## src/rtl/rc6_pkg.sv

```systemverilog
package rc6_pkg;

   localparam int MaxRounds   = 125;
   localparam int MaxKeyWords = 8;
   localparam int StoreDepth  = 2 * MaxRounds + 4;
   localparam int KeyAw       = $clog2(StoreDepth);
   localparam int KwAw        = $clog2(MaxKeyWords);
   localparam int MaxKeyBits  = 32 * MaxKeyWords;

   localparam logic [31:0] RC6_P32 = 32'hB7E1_5163;
   localparam logic [31:0] RC6_Q32 = 32'h9E37_79B9;
   localparam logic [4:0]  RC6_LGW = 5'd5;

   // configuration register indexes
   localparam logic [2:0] CSR_ROUNDS  = 3'd0;
   localparam logic [2:0] CSR_KEY_LEN = 3'd1;
   localparam logic [2:0] CSR_KEY0    = 3'd2;
   localparam logic [2:0] CSR_KEY1    = 3'd3;
   localparam logic [2:0] CSR_KEY2    = 3'd4;
   localparam logic [2:0] CSR_KEY3    = 3'd5;

   typedef logic [KeyAw-1:0] key_addr_type;

   typedef struct packed {
      logic         we;
      key_addr_type addr;
      logic [31:0]  wdata;
   } ram_req_type;

   typedef struct packed {
      logic idle;
      logic done;
   } core_status_type;

   typedef enum logic [2:0] {
      KS_LOAD, KS_FILL, KS_MIX_RD, KS_MIX_A, KS_MIX_B, KS_DONE
   } ks_state_type;

   typedef enum logic [3:0] {
      CS_IDLE, CS_PRE0, CS_PRE1, CS_PRE2,
      CS_RND0, CS_RND1, CS_RND2, CS_RND3,
      CS_POST0, CS_POST1, CS_POST2, CS_FIN
   } cs_state_type;

   function automatic logic [31:0] rotl32(input logic [31:0] x, input logic [4:0] n);
      logic [63:0] t;
      t = {x, x} << n;
      return t[63:32];
   endfunction

   function automatic logic [31:0] rotr32(input logic [31:0] x, input logic [4:0] n);
      logic [63:0] t;
      t = {x, x} >> n;
      return t[31:0];
   endfunction

   // x * (2x + 1) mod 2^32, then rotate by lg w
   function automatic logic [31:0] quad_mix(input logic [31:0] x);
      logic [31:0] y;
      logic [31:0] m;
      y = {x[30:0], 1'b1};
      m = x * y;
      return rotl32(m, RC6_LGW);
   endfunction

endpackage

```

## src/rtl/rc6_cipher_core.sv

```systemverilog
module rc6_cipher_core (
   input  logic                    clock,
   input  logic                    reset,
   input  logic                    start,
   input  logic                    mode,
   input  logic [31:0]             word_a,
   input  logic [31:0]             word_b,
   input  logic [31:0]             word_c,
   input  logic [31:0]             word_d,
   input  logic [6:0]              rounds_eff,
   input  logic [31:0]             ram_rdata,
   input  logic                    take,
   output rc6_pkg::key_addr_type   ram_addr,
   output rc6_pkg::core_status_type status,
   output logic [31:0]             out_a,
   output logic [31:0]             out_b,
   output logic [31:0]             out_c,
   output logic [31:0]             out_d
);

   import rc6_pkg::*;

   cs_state_type state_ff, state_in;
   logic        dec_ff, dec_in;
   logic [6:0]  i_ff, i_in;
   logic [31:0] a_ff, a_in, b_ff, b_in, c_ff, c_in, d_ff, d_in;
   logic [31:0] t_ff, t_in, u_ff, u_in, k0_ff, k0_in, k1_ff, k1_in;
   logic [31:0] mix_in;
   logic [31:0] mix_out;
   logic [31:0] an, cn;
   key_addr_type last_even;

   always_ff @(posedge clock) begin
      if (reset) begin
         state_ff <= CS_IDLE;
      end else begin
         state_ff <= state_in;
      end
      dec_ff <= dec_in;
      i_ff   <= i_in;
      a_ff   <= a_in;
      b_ff   <= b_in;
      c_ff   <= c_in;
      d_ff   <= d_in;
      t_ff   <= t_in;
      u_ff   <= u_in;
      k0_ff  <= k0_in;
      k1_ff  <= k1_in;
   end

   // one shared quadratic mixer, registered before use
   assign mix_in  = (state_ff == CS_RND1) ? b_ff : d_ff;
   assign mix_out = quad_mix(mix_in);

   // step pre-whitening, rounds and post-whitening
   always_comb begin
      state_in  = state_ff;
      dec_in    = dec_ff;
      i_in      = i_ff;
      a_in      = a_ff;
      b_in      = b_ff;
      c_in      = c_ff;
      d_in      = d_ff;
      t_in      = t_ff;
      u_in      = u_ff;
      k0_in     = k0_ff;
      k1_in     = k1_ff;
      ram_addr  = '0;
      last_even = {rounds_eff, 1'b0} + 8'd2;
      an        = '0;
      cn        = '0;
      status    = '0;
      case (state_ff)
         CS_IDLE: begin
            status.idle = 1'b1;
            if (start) begin
               dec_in   = mode;
               a_in     = word_a;
               b_in     = word_b;
               c_in     = word_c;
               d_in     = word_d;
               state_in = CS_PRE0;
            end
         end
         CS_PRE0: begin
            ram_addr = dec_ff ? last_even : 8'd0;
            state_in = CS_PRE1;
         end
         CS_PRE1: begin
            ram_addr = dec_ff ? last_even + 8'd1 : 8'd1;
            if (dec_ff) begin
               a_in = a_ff - ram_rdata;
            end else begin
               b_in = b_ff + ram_rdata;
            end
            state_in = CS_PRE2;
         end
         CS_PRE2: begin
            if (dec_ff) begin
               c_in = c_ff - ram_rdata;
            end else begin
               d_in = d_ff + ram_rdata;
            end
            i_in     = dec_ff ? rounds_eff : 7'd1;
            state_in = (rounds_eff == 7'd0) ? CS_POST0 : CS_RND0;
         end
         CS_RND0: begin
            ram_addr = {i_ff, 1'b0};
            // undo the word rotation ahead of a decrypt round
            if (dec_ff) begin
               a_in = d_ff;
               b_in = a_ff;
               c_in = b_ff;
               d_in = c_ff;
            end
            state_in = CS_RND1;
         end
         CS_RND1: begin
            ram_addr = {i_ff, 1'b1};
            k0_in    = ram_rdata;
            t_in     = mix_out;
            state_in = CS_RND2;
         end
         CS_RND2: begin
            k1_in    = ram_rdata;
            u_in     = mix_out;
            state_in = CS_RND3;
         end
         CS_RND3: begin
            if (dec_ff) begin
               cn   = rotr32(c_ff - k1_ff, t_ff[4:0]) ^ u_ff;
               an   = rotr32(a_ff - k0_ff, u_ff[4:0]) ^ t_ff;
               a_in = an;
               c_in = cn;
               i_in = i_ff - 7'd1;
               state_in = (i_ff == 7'd1) ? CS_POST0 : CS_RND0;
            end else begin
               an   = rotl32(a_ff ^ t_ff, u_ff[4:0]) + k0_ff;
               cn   = rotl32(c_ff ^ u_ff, t_ff[4:0]) + k1_ff;
               a_in = b_ff;
               b_in = cn;
               c_in = d_ff;
               d_in = an;
               i_in = i_ff + 7'd1;
               state_in = (i_ff == rounds_eff) ? CS_POST0 : CS_RND0;
            end
         end
         CS_POST0: begin
            ram_addr = dec_ff ? 8'd1 : last_even;
            state_in = CS_POST1;
         end
         CS_POST1: begin
            ram_addr = dec_ff ? 8'd0 : last_even + 8'd1;
            if (dec_ff) begin
               d_in = d_ff - ram_rdata;
            end else begin
               a_in = a_ff + ram_rdata;
            end
            state_in = CS_POST2;
         end
         CS_POST2: begin
            if (dec_ff) begin
               b_in = b_ff - ram_rdata;
            end else begin
               c_in = c_ff + ram_rdata;
            end
            state_in = CS_FIN;
         end
         CS_FIN: begin
            status.done = 1'b1;
            if (take) begin
               state_in = CS_IDLE;
            end
         end
         default: begin
            state_in = CS_IDLE;
         end
      endcase
   end

   assign out_a = a_ff;
   assign out_b = b_ff;
   assign out_c = c_ff;
   assign out_d = d_ff;

endmodule

```

## config.mk

```make
export PLATFORM = sky130hd
export DESIGN_NAME = rc6_cipher_core
export DESIGN_NICKNAME = d
export VERILOG_FILES = /design/src/rtl/rc6_pkg.sv /design/src/rtl/rc6_cipher_core.sv
export SDC_FILE = /design/constraint.sdc
export NUM_CORES = 2
export LEC_CHECK = 0
export BUFFER_PORTS_ARGS = -buffer_cell sky130_fd_sc_hd__clkbuf_2
export CORE_ASPECT_RATIO = 2
export CORE_MARGIN = 2
export CORE_UTILIZATION = 45
export DETAILED_ROUTE_END_ITERATION = 10
export PLACE_DENSITY_LB_ADDON = 0.12
export SLEW_MARGIN = 20
export SYNTH_ARGS = -nofsm -noshare
export SYNTH_HDL_FRONTEND = slang
export SYNTH_SLANG_ARGS = --single-unit
```

## constraint.sdc

```tcl
create_clock -name clock -period 22.5 [get_ports clock]
set_input_delay 2.25 -clock clock [delete_from_list [all_inputs] [get_ports clock]]
set_output_delay 2.25 -clock clock [all_outputs]
set_load 0.01 [all_outputs]
```

==> flow_summary.json <==
{
  "ctsRootBufferMaster": "clkbuf_16",
  "clk_pin_slew_ns": 0.07,
  "drt_iter0_drc": 5708,
  "wl_per_cell_um": 33.6,
  "drcViolationCount": 0,
  "grt_usage_pct": 43.5,
  "grt_use_met3_pct": 8.51,
  "grt_use_met2_pct": 65.9,
  "gp_congestion": 1.02,
  "synth.net_count": 6374,
  "setup_viol": 0,
  "fp.dieArea_mm2": 0.109,
  "hold_viol_final": 0,
  "num_io_pins": 310,
  "clock_path_buffers": 3,
  "ys_ff_latch": 268,
  "hold_path_class": "reg2reg",
  "ctsHoldBuffers": 0,
  "coreArea_mm2": 0.106,
  "rsz0062_at_grt": "no",
  "worstPathMaxFanout": 27,
  "worstPathRequired_ns": 22.82,
  "ctsResizeCount": 0,
  "synth_edf_count": 264,
  "grt_use_met1_pct": 52.9,
  "numCtsBuffers": 35,
  "slowest_stage": "dfxtp_1",
  "avgViaCountPerCell": 6.53,
  "slowest_delay_ns": 0.86,
  "antenna_found_initial": 17,
  "post-route-period-util_pct": 43.3,
  "grt_pass1_vias": 45300,
  "rows": 169,
  "tns_ns": 0,
  "crit_path_end_kind": "flip-flop",
  "grt_max_degree": 74,
  "ys_dominant_reg_cell": "edfxtp_1",
  "cts_setup_buffers": 0,
  "grt-busiest-layer": "met2",
  "vias": 46200,
  "critPathLaunchType": "flip-flop",
  "layout_commonest_cell": "inv_1",
  "wl_um": 238000,
  "syn_area_per_cell_um2": 8.76,
  "ant_nets": 0,
  "dr.pass1.iters": 8,
  "worstSkewPairLatency_ns": 0.61,
  "status": "completed",
  "clock-sinks": 268,
  "crit_arrival_ns": 10.07,
  "synthesis.area_mm2": 0.0477,
  "yosysWarnings": 0,
  "fmax_mhz": 103,
  "final_cell_mix": "inv_1 (642), nor2_1 (519), nand2_1 (391)",
  "worstMarginPinSlew_ns": 1.17,
  "path_class": "reg2reg",
  "r2r_slack_ns": 12.75,
  "syn_inst": 5448,
  "final_nets": 6599,
  "max-cap-violations": 0,
  "drive_gt1_share_pct": 12.8,
  "initial_core_util_pct": 45.2,
  "synth_async_sr_flop_share_pct": 0,
  "cts_tree": "done",
  "dp_hpwl_um": 194000,
  "overflow": 0,
  "synth-seq-area-share_pct": 16.8,
  "area_growth_pct": 9.74,
  "die_h_um": 465,
  "finalCriticalPeriod_ns": 9.75,
  "grt_pass1_wl_um": 333000,
  "cpMostUsedCell": "fa_1",
  "report.final.slew_viol_count": 0,
  "die_x_um": 234,
  "relSlewSlack_pct": 21.5,
  "cts_htree_levels": 2,
  "portBuffers": 309,
  "skew_ns": 0.0308,
  "synth_cell_types": 90
}
area by class of cell:
| cell class | instances | area, µm² |
|---|---|---|
| Timing Repair Buffer | 434 | 2490 |
| Sequential cell | 268 | 8010 |
| Clock inverter | 22 | 300 |
| Clock buffer | 39 | 912 |
| Inverter | 658 | 2470 |
| Antenna cell | 16 | 40.0 |
| Tap cell | 1368 | 1710 |
| Fill cell | 10300 | 53100 |
| Multi-Input combinational cell | 4276 | 36400 |
synth_stat cells (134+ instances only):
| cell | instances | share of area [%] |
|---|---|---|
| xnor2_1 | 241 | 4.4 |
| inv_1 | 648 | 5.1 |
| o21ai_0 | 270 | 2.8 |
| a21o_1 | 134 | 2.1 |
| clkbuf_1 | 178 | 1.4 |
| edfxtp_1 | 264 | 17 |
| fa_1 | 375 | 16 |
| nor2_1 | 527 | 4.1 |
| mux2i_1 | 177 | 3.7 |
| xor2_1 | 222 | 4.1 |
| ha_1 | 379 | 9.9 |
| a21oi_1 | 366 | 3.8 |
| nand2_1 | 392 | 3.1 |
critical path: cells and delay by family (launching register included):
kind	cells	cell delay [ns]
AND/OR/NAND/NOR	4	1.34
multiplexers	1	0.50
adder cells (fa/ha/maj)	9	4.27
flip-flops	1	0.86
AO/OA/AOI/OAI	6	1.43
buffers and inverters	5	0.85
XOR/XNOR	1	0.14
layer usage:
layer,part of all wire (%),up-vias
li1,-,19800
met1,37,22700
met2,44,2973
met3,9.0,780
met4,11,0
met5,0,-
sequential cells by signal (all words and copies together), names as in the netlist:
name / flops
out_a: 32
out_c: 32
t_ff: 32
i_ff: 7
u_ff: 32
out_b: 32
k0_ff: 32
k1_ff: 32
dec_ff: 1
state_ff: 4
out_d: 32
stage by stage:
step | setup slack, ns | util [%] | area (µm²) | hold WS [ns] | std cells
final | 12.75 | 49.6 | 52400 | 0.686 | 7081
after global routing | 12.37 | 49.6 | 52300 | 0.753 | 7067
after CTS | 12.86 | 49.6 | 52300 | 0.693 | 7064
after detailed placement | 12.86 | 48.4 | 51100 | 0.682 | 7003
after global placement | 12.89 | 48.4 | 51100 | 0.652 | 7002
after floorplan | 12.20 | - | 47700 | 0.642 | 5448
cell families after synthesis:
family          after synthesis  share of synthesized area (%)
compound gates             1340                           18.7
xor+xnor                    463                           8.50
fa+ha+maj                   754                           25.7
buf+inv                     904                           7.17
flops                       268                           16.8
mux                         332                           9.99
simple gates               1387                           13.2
worst paths after layout:
| path | to | startpoint | cells after the start |
|---|---|---|---|
| worst max-delay path | t_ff[4]$_DFFE_PN_ | state_ff[2]$_SDFFE_PP0P_ | 26 |
| worst max register to register | t_ff[4]$_DFFE_PN_ | state_ff[2]$_SDFFE_PP0P_ | 26 |
| worst min-delay path | out_a[17]$_DFFE_PP_ | t_ff[17]$_DFFE_PN_ | 2 |
| worst min register to register | out_a[17]$_DFFE_PP_ | t_ff[17]$_DFFE_PN_ | 2 |
Power is not shown: default switching activity piles up to over one toggle a cycle in this logic, so the estimate is an artifact.
