==> config.mk <==
export PLATFORM = sky130hd
export DESIGN_NAME = rc6_key_sched
export DESIGN_NICKNAME = d
export VERILOG_FILES = /design/src/rtl/rc6_pkg.sv /design/src/rtl/rc6_key_sched.sv
export SDC_FILE = /design/constraint.sdc
export NUM_CORES = 1
export LEC_CHECK = 0
export ABC_AREA = 1
export BUFFER_PORTS_ARGS = -buffer_cell sky130_fd_sc_hd__buf_2
export CORE_MARGIN = 10
export CORE_UTILIZATION = 55
export DETAILED_ROUTE_END_ITERATION = 7
export GPL_TIMING_DRIVEN = 0
export PLACE_DENSITY = 0.76
export SYNTH_ARGS = -nofsm -noshare
export SYNTH_HDL_FRONTEND = slang
export SYNTH_SLANG_ARGS = --single-unit
==> constraint.sdc <==
create_clock -name clock -period 9.09 [get_ports clock]
set_input_delay 1.3635 -clock clock [delete_from_list [all_inputs] [get_ports clock]]
set_output_delay 1.3635 -clock clock [all_outputs]
set_load 0.03 [all_outputs]
==> src/rtl/rc6_pkg.sv <==
package rc6_pkg;

   localparam int MaxRounds   = 125;
   localparam int MaxKeyWords = 8;
   localparam int StoreDepth  = 2 * MaxRounds + 4;
   localparam int KeyAw       = $clog2(StoreDepth);
   localparam int KwAw        = $clog2(MaxKeyWords);
   localparam int MaxKeyBits  = 32 * MaxKeyWords;

   localparam logic [31:0] RC6_P32 = 32'hB7E1_5163;
   localparam logic [31:0] RC6_Q32 = 32'h9E37_79B9;
   localparam logic [4:0]  RC6_LGW = 5'd5;

   // configuration register indexes
   localparam logic [2:0] CSR_ROUNDS  = 3'd0;
   localparam logic [2:0] CSR_KEY_LEN = 3'd1;
   localparam logic [2:0] CSR_KEY0    = 3'd2;
   localparam logic [2:0] CSR_KEY1    = 3'd3;
   localparam logic [2:0] CSR_KEY2    = 3'd4;
   localparam logic [2:0] CSR_KEY3    = 3'd5;

   typedef logic [KeyAw-1:0] key_addr_type;

   typedef struct packed {
      logic         we;
      key_addr_type addr;
      logic [31:0]  wdata;
   } ram_req_type;

   typedef struct packed {
      logic idle;
      logic done;
   } core_status_type;

   typedef enum logic [2:0] {
      KS_LOAD, KS_FILL, KS_MIX_RD, KS_MIX_A, KS_MIX_B, KS_DONE
   } ks_state_type;

   typedef enum logic [3:0] {
      CS_IDLE, CS_PRE0, CS_PRE1, CS_PRE2,
      CS_RND0, CS_RND1, CS_RND2, CS_RND3,
      CS_POST0, CS_POST1, CS_POST2, CS_FIN
   } cs_state_type;

   function automatic logic [31:0] rotl32(input logic [31:0] x, input logic [4:0] n);
      logic [63:0] t;
      t = {x, x} << n;
      return t[63:32];
   endfunction

   function automatic logic [31:0] rotr32(input logic [31:0] x, input logic [4:0] n);
      logic [63:0] t;
      t = {x, x} >> n;
      return t[31:0];
   endfunction

   // x * (2x + 1) mod 2^32, then rotate by lg w
   function automatic logic [31:0] quad_mix(input logic [31:0] x);
      logic [31:0] y;
      logic [31:0] m;
      y = {x[30:0], 1'b1};
      m = x * y;
      return rotl32(m, RC6_LGW);
   endfunction

endpackage

==> src/rtl/rc6_key_sched.sv <==
module rc6_key_sched (
   input  logic                    clock,
   input  logic                    reset,
   input  logic                    restart,
   input  logic [6:0]              rounds_eff,
   input  logic [8:0]              key_len,
   input  logic [3:0][63:0]        key_material,
   input  logic [31:0]             ram_rdata,
   output rc6_pkg::ram_req_type    ram_req,
   output logic                    done
);

   import rc6_pkg::*;

   ks_state_type state_ff, state_in;
   key_addr_type cnt_ff, cnt_in;
   key_addr_type ia_ff, ia_in;
   logic [KwAw-1:0] ib_ff, ib_in;
   logic [9:0]  step_ff, step_in;
   logic [31:0] val_ff, val_in;
   logic [31:0] ka_ff, ka_in;
   logic [31:0] kb_ff, kb_in;
   logic [31:0] lw_ff [MaxKeyWords];
   logic        lw_we;
   logic [31:0] lw_wdata;
   logic [31:0] loaded [MaxKeyWords];

   key_addr_type nkeys;
   logic [8:0]  bits;
   logic [9:0]  bits_sum;
   logic [3:0]  nwords;
   logic [5:0]  nbytes;
   key_addr_type maxw;
   logic [9:0]  steps;
   logic [31:0] sum_a;
   logic [31:0] sum_b;
   logic [31:0] kab;

   // derive schedule sizes from the configuration
   always_comb begin
      nkeys    = {rounds_eff, 1'b0} + 8'd4;
      bits     = (key_len > 9'(MaxKeyBits)) ? 9'(MaxKeyBits) : key_len;
      bits_sum = {1'b0, bits} + 10'd31;
      nwords   = (bits_sum[9:5] == 5'd0) ? 4'd1 : bits_sum[8:5];
      nbytes   = bits[8:3];
      maxw     = (nkeys > {4'd0, nwords}) ? nkeys : {4'd0, nwords};
      steps    = {2'b0, maxw} + {1'b0, maxw, 1'b0};
   end

   // pack whole key bytes into key words, zero beyond the key length
   always_comb begin
      for (int w = 0; w < MaxKeyWords; w++) begin
         loaded[w] = '0;
         for (int j = 0; j < 4; j++) begin
            if ((4 * w + j) < int'(nbytes)) begin
               loaded[w][8*j +: 8] = key_material[((4*w+j) >> 3) & 3][8*((4*w+j) & 7) +: 8];
            end
         end
      end
   end

   always_ff @(posedge clock) begin
      if (reset || restart) begin
         state_ff <= KS_LOAD;
      end else begin
         state_ff <= state_in;
      end
      cnt_ff  <= cnt_in;
      ia_ff   <= ia_in;
      ib_ff   <= ib_in;
      step_ff <= step_in;
      val_ff  <= val_in;
      ka_ff   <= ka_in;
      kb_ff   <= kb_in;
      for (int w = 0; w < MaxKeyWords; w++) begin
         if (state_ff == KS_LOAD) begin
            lw_ff[w] <= loaded[w];
         end else if (lw_we && (ib_ff == KwAw'(w))) begin
            lw_ff[w] <= lw_wdata;
         end
      end
   end

   // sequence fill and mixing through the shared add and rotate path
   always_comb begin
      state_in = state_ff;
      cnt_in   = cnt_ff;
      ia_in    = ia_ff;
      ib_in    = ib_ff;
      step_in  = step_ff;
      val_in   = val_ff;
      ka_in    = ka_ff;
      kb_in    = kb_ff;
      lw_we    = 1'b0;
      ram_req  = '0;
      done     = 1'b0;
      kab      = ka_ff + kb_ff;
      sum_a    = ram_rdata + kab;
      sum_b    = lw_ff[ib_ff] + kab;
      lw_wdata = rotl32(sum_b, kab[4:0]);
      case (state_ff)
         KS_LOAD: begin
            cnt_in   = '0;
            ia_in    = '0;
            ib_in    = '0;
            step_in  = '0;
            val_in   = RC6_P32;
            ka_in    = '0;
            kb_in    = '0;
            state_in = KS_FILL;
         end
         KS_FILL: begin
            ram_req.we    = 1'b1;
            ram_req.addr  = cnt_ff;
            ram_req.wdata = val_ff;
            cnt_in        = cnt_ff + 8'd1;
            val_in        = val_ff + RC6_Q32;
            if (cnt_ff == nkeys - 8'd1) begin
               state_in = KS_MIX_RD;
            end
         end
         KS_MIX_RD: begin
            ram_req.addr = ia_ff;
            state_in     = KS_MIX_A;
         end
         KS_MIX_A: begin
            ka_in         = rotl32(sum_a, 5'd3);
            ram_req.we    = 1'b1;
            ram_req.addr  = ia_ff;
            ram_req.wdata = ka_in;
            state_in      = KS_MIX_B;
         end
         KS_MIX_B: begin
            lw_we   = 1'b1;
            kb_in   = lw_wdata;
            ia_in   = (ia_ff == nkeys - 8'd1) ? '0 : ia_ff + 8'd1;
            ib_in   = ({1'b0, ib_ff} == nwords - 4'd1) ? '0 : ib_ff + KwAw'(1);
            step_in = step_ff + 10'd1;
            if (step_ff == steps - 10'd1) begin
               state_in = KS_DONE;
            end else begin
               state_in = KS_MIX_RD;
            end
         end
         KS_DONE: begin
            done = 1'b1;
         end
         default: begin
            state_in = KS_LOAD;
         end
      endcase
   end

   ap_ia_range: assert property (@(posedge clock) disable iff (reset)
      (state_ff == KS_MIX_RD || state_ff == KS_MIX_A || state_ff == KS_MIX_B)
      |-> ia_ff < nkeys)
      else $error("key index beyond round key count");

   ap_ib_range: assert property (@(posedge clock) disable iff (reset)
      (state_ff == KS_MIX_RD || state_ff == KS_MIX_A || state_ff == KS_MIX_B)
      |-> {1'b0, ib_ff} < nwords)
      else $error("key word index beyond key word count");

   ap_mix_order: assert property (@(posedge clock) disable iff (reset || restart)
      (state_ff == KS_MIX_A) |=> (state_ff == KS_MIX_B))
      else $error("mixing step lost its second half");

endmodule

==> metrics <==
hpwl dp=88700 um; Post-DRT Antenna Nets=0; nets=approximately 4.4k; largest net degree at the start of global routing=39; starting density of the core=0.554; fraction of registers with async set/reset=0; Data required, critical path=7.73 ns; RSZ-0062 raised after global routing=false; EDFF count, synth=381; Post-Syn Nets=3957; Worst Hold Class=reg -> reg; status=finished with violations; FMAX=133 MHz; Setup TNS Final=0 ns; synth warn=0; Die Y=approximately 240 um; Placement Cell Area=between 20000 and 30000 um2; Port Buffer Count=347; sequential area share after synthesis=0.429; wire length per cell=24.1 um; DR iter-0 viols=roughly 4k; Initial DRT Pass Iterations=7; CP Class=reg -> out; vias in the first global route=25.6k; hold_buf cts=0; clk slew on worst S/H paths=0.06 ns; dpl ws=2.28 ns; Max transition margin=0.00323; routability congestion estimate=between 1 and 1.5; Avg Cell Area, Syn=roughly 7.6 um2; Via Count=27.9k; CTS tree=done; WP data arrival=6.13 ns; gr ovfl total=0; Post-synth top flop=edfxtp_1; clock latency on the worst-skew pair=0.61 ns; area of the core=48600 um2; clk_skew=0.0420 ns; Worst R2R Start=ka_ff[0]$_SDFFCE_PP0P_; Slew Limit Fails=0; Die W=roughly 240 um; Power Total=8.25 mW; commonest non-fill, non-tap cell in the layout=nand2_1; RR Endpoint=kb_ff[25]$_SDFFCE_PN0N_; actual slew at the worst max-slew pin=1.48 ns; first-pass GRT wire length=159000 um; Register-to-Register Path Depth=29; most frequent cells in the layout=nand2_1, nand3_1, edfxtp_1; Layout Area Growth over Synthesis=15.5%; Netlist cell types=62; fin worst setup slack=1.60 ns; Pleak=14.7 nW; minimum clock period=7.49 ns; CP Capture Type=output pin; layout cells sized above 1=0.133; reg2reg setup slack=2.31 ns; TritonCTS Buffers=45; Post-CTS Resized=0; failing checks=capacitance limit; final WL=111000 um; # rows=81; Ports=349; Startpoint Class=flop; initial antenna violation count=4; Tot GR Track Use=0.368; drt drc=0; Final Hold Viols=0; Worst VDD drop=~0.00017 V; CP Capture Point=ram_req[2]; Worst Setup SP=ka_ff[0]$_SDFFCE_PP0P_; clock sinks=between 300 and 400; CTS Buffer Depth=3; MaxCap Viol Count=2; Root Buffer=clkbuf_16; Finished Cell Area=31100 um2; H-tree depth=2; post-synthesis cell area=27000 um2; postcts setup bufs=0; fin crit share=0.824; die area=58300 um2; PD cells=265 nW/um2; Mapped Cells=3528; synthesis-stage register bit count=387; crit-path max FO=6; Setup-failing EPs final=0; Vias/cell=6.06
per-layer routing:
| metal | track usage | routed length (um) | part of all wire | up-vias |
|---|---|---|---|---|
| met5 | 0 | 0 | 0 | - |
| met4 | 0.175 | 5950 | 0.054 | 0 |
| met3 | 0.0881 | 13200 | 0.12 | 337 |
| met2 | 0.565 | 49200 | 0.44 | 1786 |
| met1 | 0.484 | 42300 | 0.38 | 12800 |
| li1 | - | - | - | 12900 |
through the flow:
step                      hold WS, ns   util  cells
after global routing            0.645  0.640   4595
after detailed placement        0.596  0.610   4509
after global placement          0.589  0.606   4497
after floorplan                 0.553      -   3528
final                           0.607  0.640   4597
after CTS                       0.611  0.639   4589
final cells by class:
| type | instances | area (um2) |
|---|---|---|
| fill | 4364 | 17500 |
| buffer | 125 | 479 |
| tap | 622 | 778 |
| sequential | 387 | 11600 |
| clock buffer | 55 | 1160 |
| clock inverter | 25 | 230 |
| antenna | 5 | 12.5 |
| multi-input combinational | 2786 | 14100 |
| timing repair buffer | 362 | 1950 |
| inverter | 230 | 863 |
logic make-up after synthesis:
| logic type | after synthesis | synth area share |
|---|---|---|
| multiplexers | 4 | 0.00149 |
| XOR/XNOR | 77 | 0.0256 |
| AND/OR/NAND/NOR | 2068 | 0.324 |
| AO/OA/AOI/OAI | 515 | 0.113 |
| adder cells (fa/ha/maj) | 122 | 0.0577 |
| flip-flops | 387 | 0.429 |
| buffers and inverters | 355 | 0.0498 |
how the worst min path moves through the flow:
stage                                         from                       end  depth (start not counted)
after global placement     val_ff[5]$_SDFFCE_PN1P_   val_ff[5]$_SDFFCE_PN1P_                          2
after detailed placement  val_ff[28]$_SDFFCE_PN1P_  val_ff[28]$_SDFFCE_PN1P_                          2
final                     val_ff[28]$_SDFFCE_PN1P_  val_ff[28]$_SDFFCE_PN1P_                          2
after CTS                 val_ff[28]$_SDFFCE_PN1P_  val_ff[28]$_SDFFCE_PN1P_                          2
after global routing       val_ff[5]$_SDFFCE_PN1P_   val_ff[5]$_SDFFCE_PN1P_                          2
after floorplan           val_ff[28]$_SDFFCE_PN1P_  val_ff[28]$_SDFFCE_PN1P_                          2
where the power goes:
group / leakage [nW] / internal [mW] / switching, mW
clock: 0.678 / 1.00 / 0.785
sequential: 4.12 / 2.28 / 0.107
combinational: 9.87 / 1.08 / 2.99
registers in the layout (all words and copies together), names as in the netlist, named ones only:
signal	flops
step_ff	10
ia_ff	8
ka_ff	32
kb_ff	32
val_ff	32
ib_ff	3
state_ff	3
cnt_ff	8
lw_ff	256
critical path, stage by stage, from the launching register on:
cell and delay, ns:
edfxtp_1 0.45, ha_1 0.26, fa_1 0.39, nand2_1 0.08, inv_1 0.05, nand2_1 0.05, nand2_1 0.08, a21boi_0 0.31
o21ai_1 0.18, a21oi_1 0.23, o21bai_1 0.17, a21boi_2 0.24, nor2_1 0.06, nor2_1 0.17, o221ai_1 0.15, xor2_1 0.43
ha_1 0.40, a21oi_1 0.18, o21ai_0 0.12, a221oi_1 0.27, nand2_1 0.17, a211oi_1 0.46, nor2_1 0.11, o21ai_0 0.28
buf_2 0.26
synthesized netlist by cell type (3+ instances only):
cell | count | share of area
a32o_1 | 31 | 0.012
edfxtp_1 | 381 | 0.42
nand2_2 | 39 | 0.0091
a21oi_1 | 239 | 0.044
fa_1 | 4 | 0.0030
or2_1 | 6 | 0.0014
o31ai_1 | 3 | 0.00084
o221ai_1 | 3 | 0.00098
buf_1 | 18 | 0.0025
a21boi_0 | 5 | 0.0014
nand2_1 | 1263 | 0.18
clkbuf_1 | 99 | 0.014
ha_1 | 118 | 0.055
o21ai_0 | 104 | 0.019
a21oi_2 | 3 | 0.00098
a21o_1 | 10 | 0.0028
or2_2 | 15 | 0.0035
nand3b_1 | 6 | 0.0017
xnor2_1 | 20 | 0.0065
a211oi_1 | 13 | 0.0036
buf_2 | 8 | 0.0015
nor3_1 | 40 | 0.0074
nor3b_1 | 4 | 0.0011
a31oi_1 | 15 | 0.0035
nand3_2 | 3 | 0.0011
o211ai_1 | 4 | 0.0011
inv_1 | 213 | 0.030
inv_2 | 8 | 0.0011
mux2i_1 | 4 | 0.0015
dfxtp_1 | 6 | 0.0045
o21ai_1 | 15 | 0.0028
xor2_1 | 55 | 0.018
a221oi_1 | 3 | 0.00098
o22ai_1 | 26 | 0.0060
nor2_1 | 178 | 0.025
nand3_1 | 487 | 0.090
clkinv_1 | 9 | 0.0013
o21ai_2 | 3 | 0.00098
nand4_1 | 12 | 0.0028
o21a_1 | 6 | 0.0017
o21bai_1 | 20 | 0.0056
nor4_1 | 5 | 0.0012
Note: power is estimated with default switching activity, not from simulation.
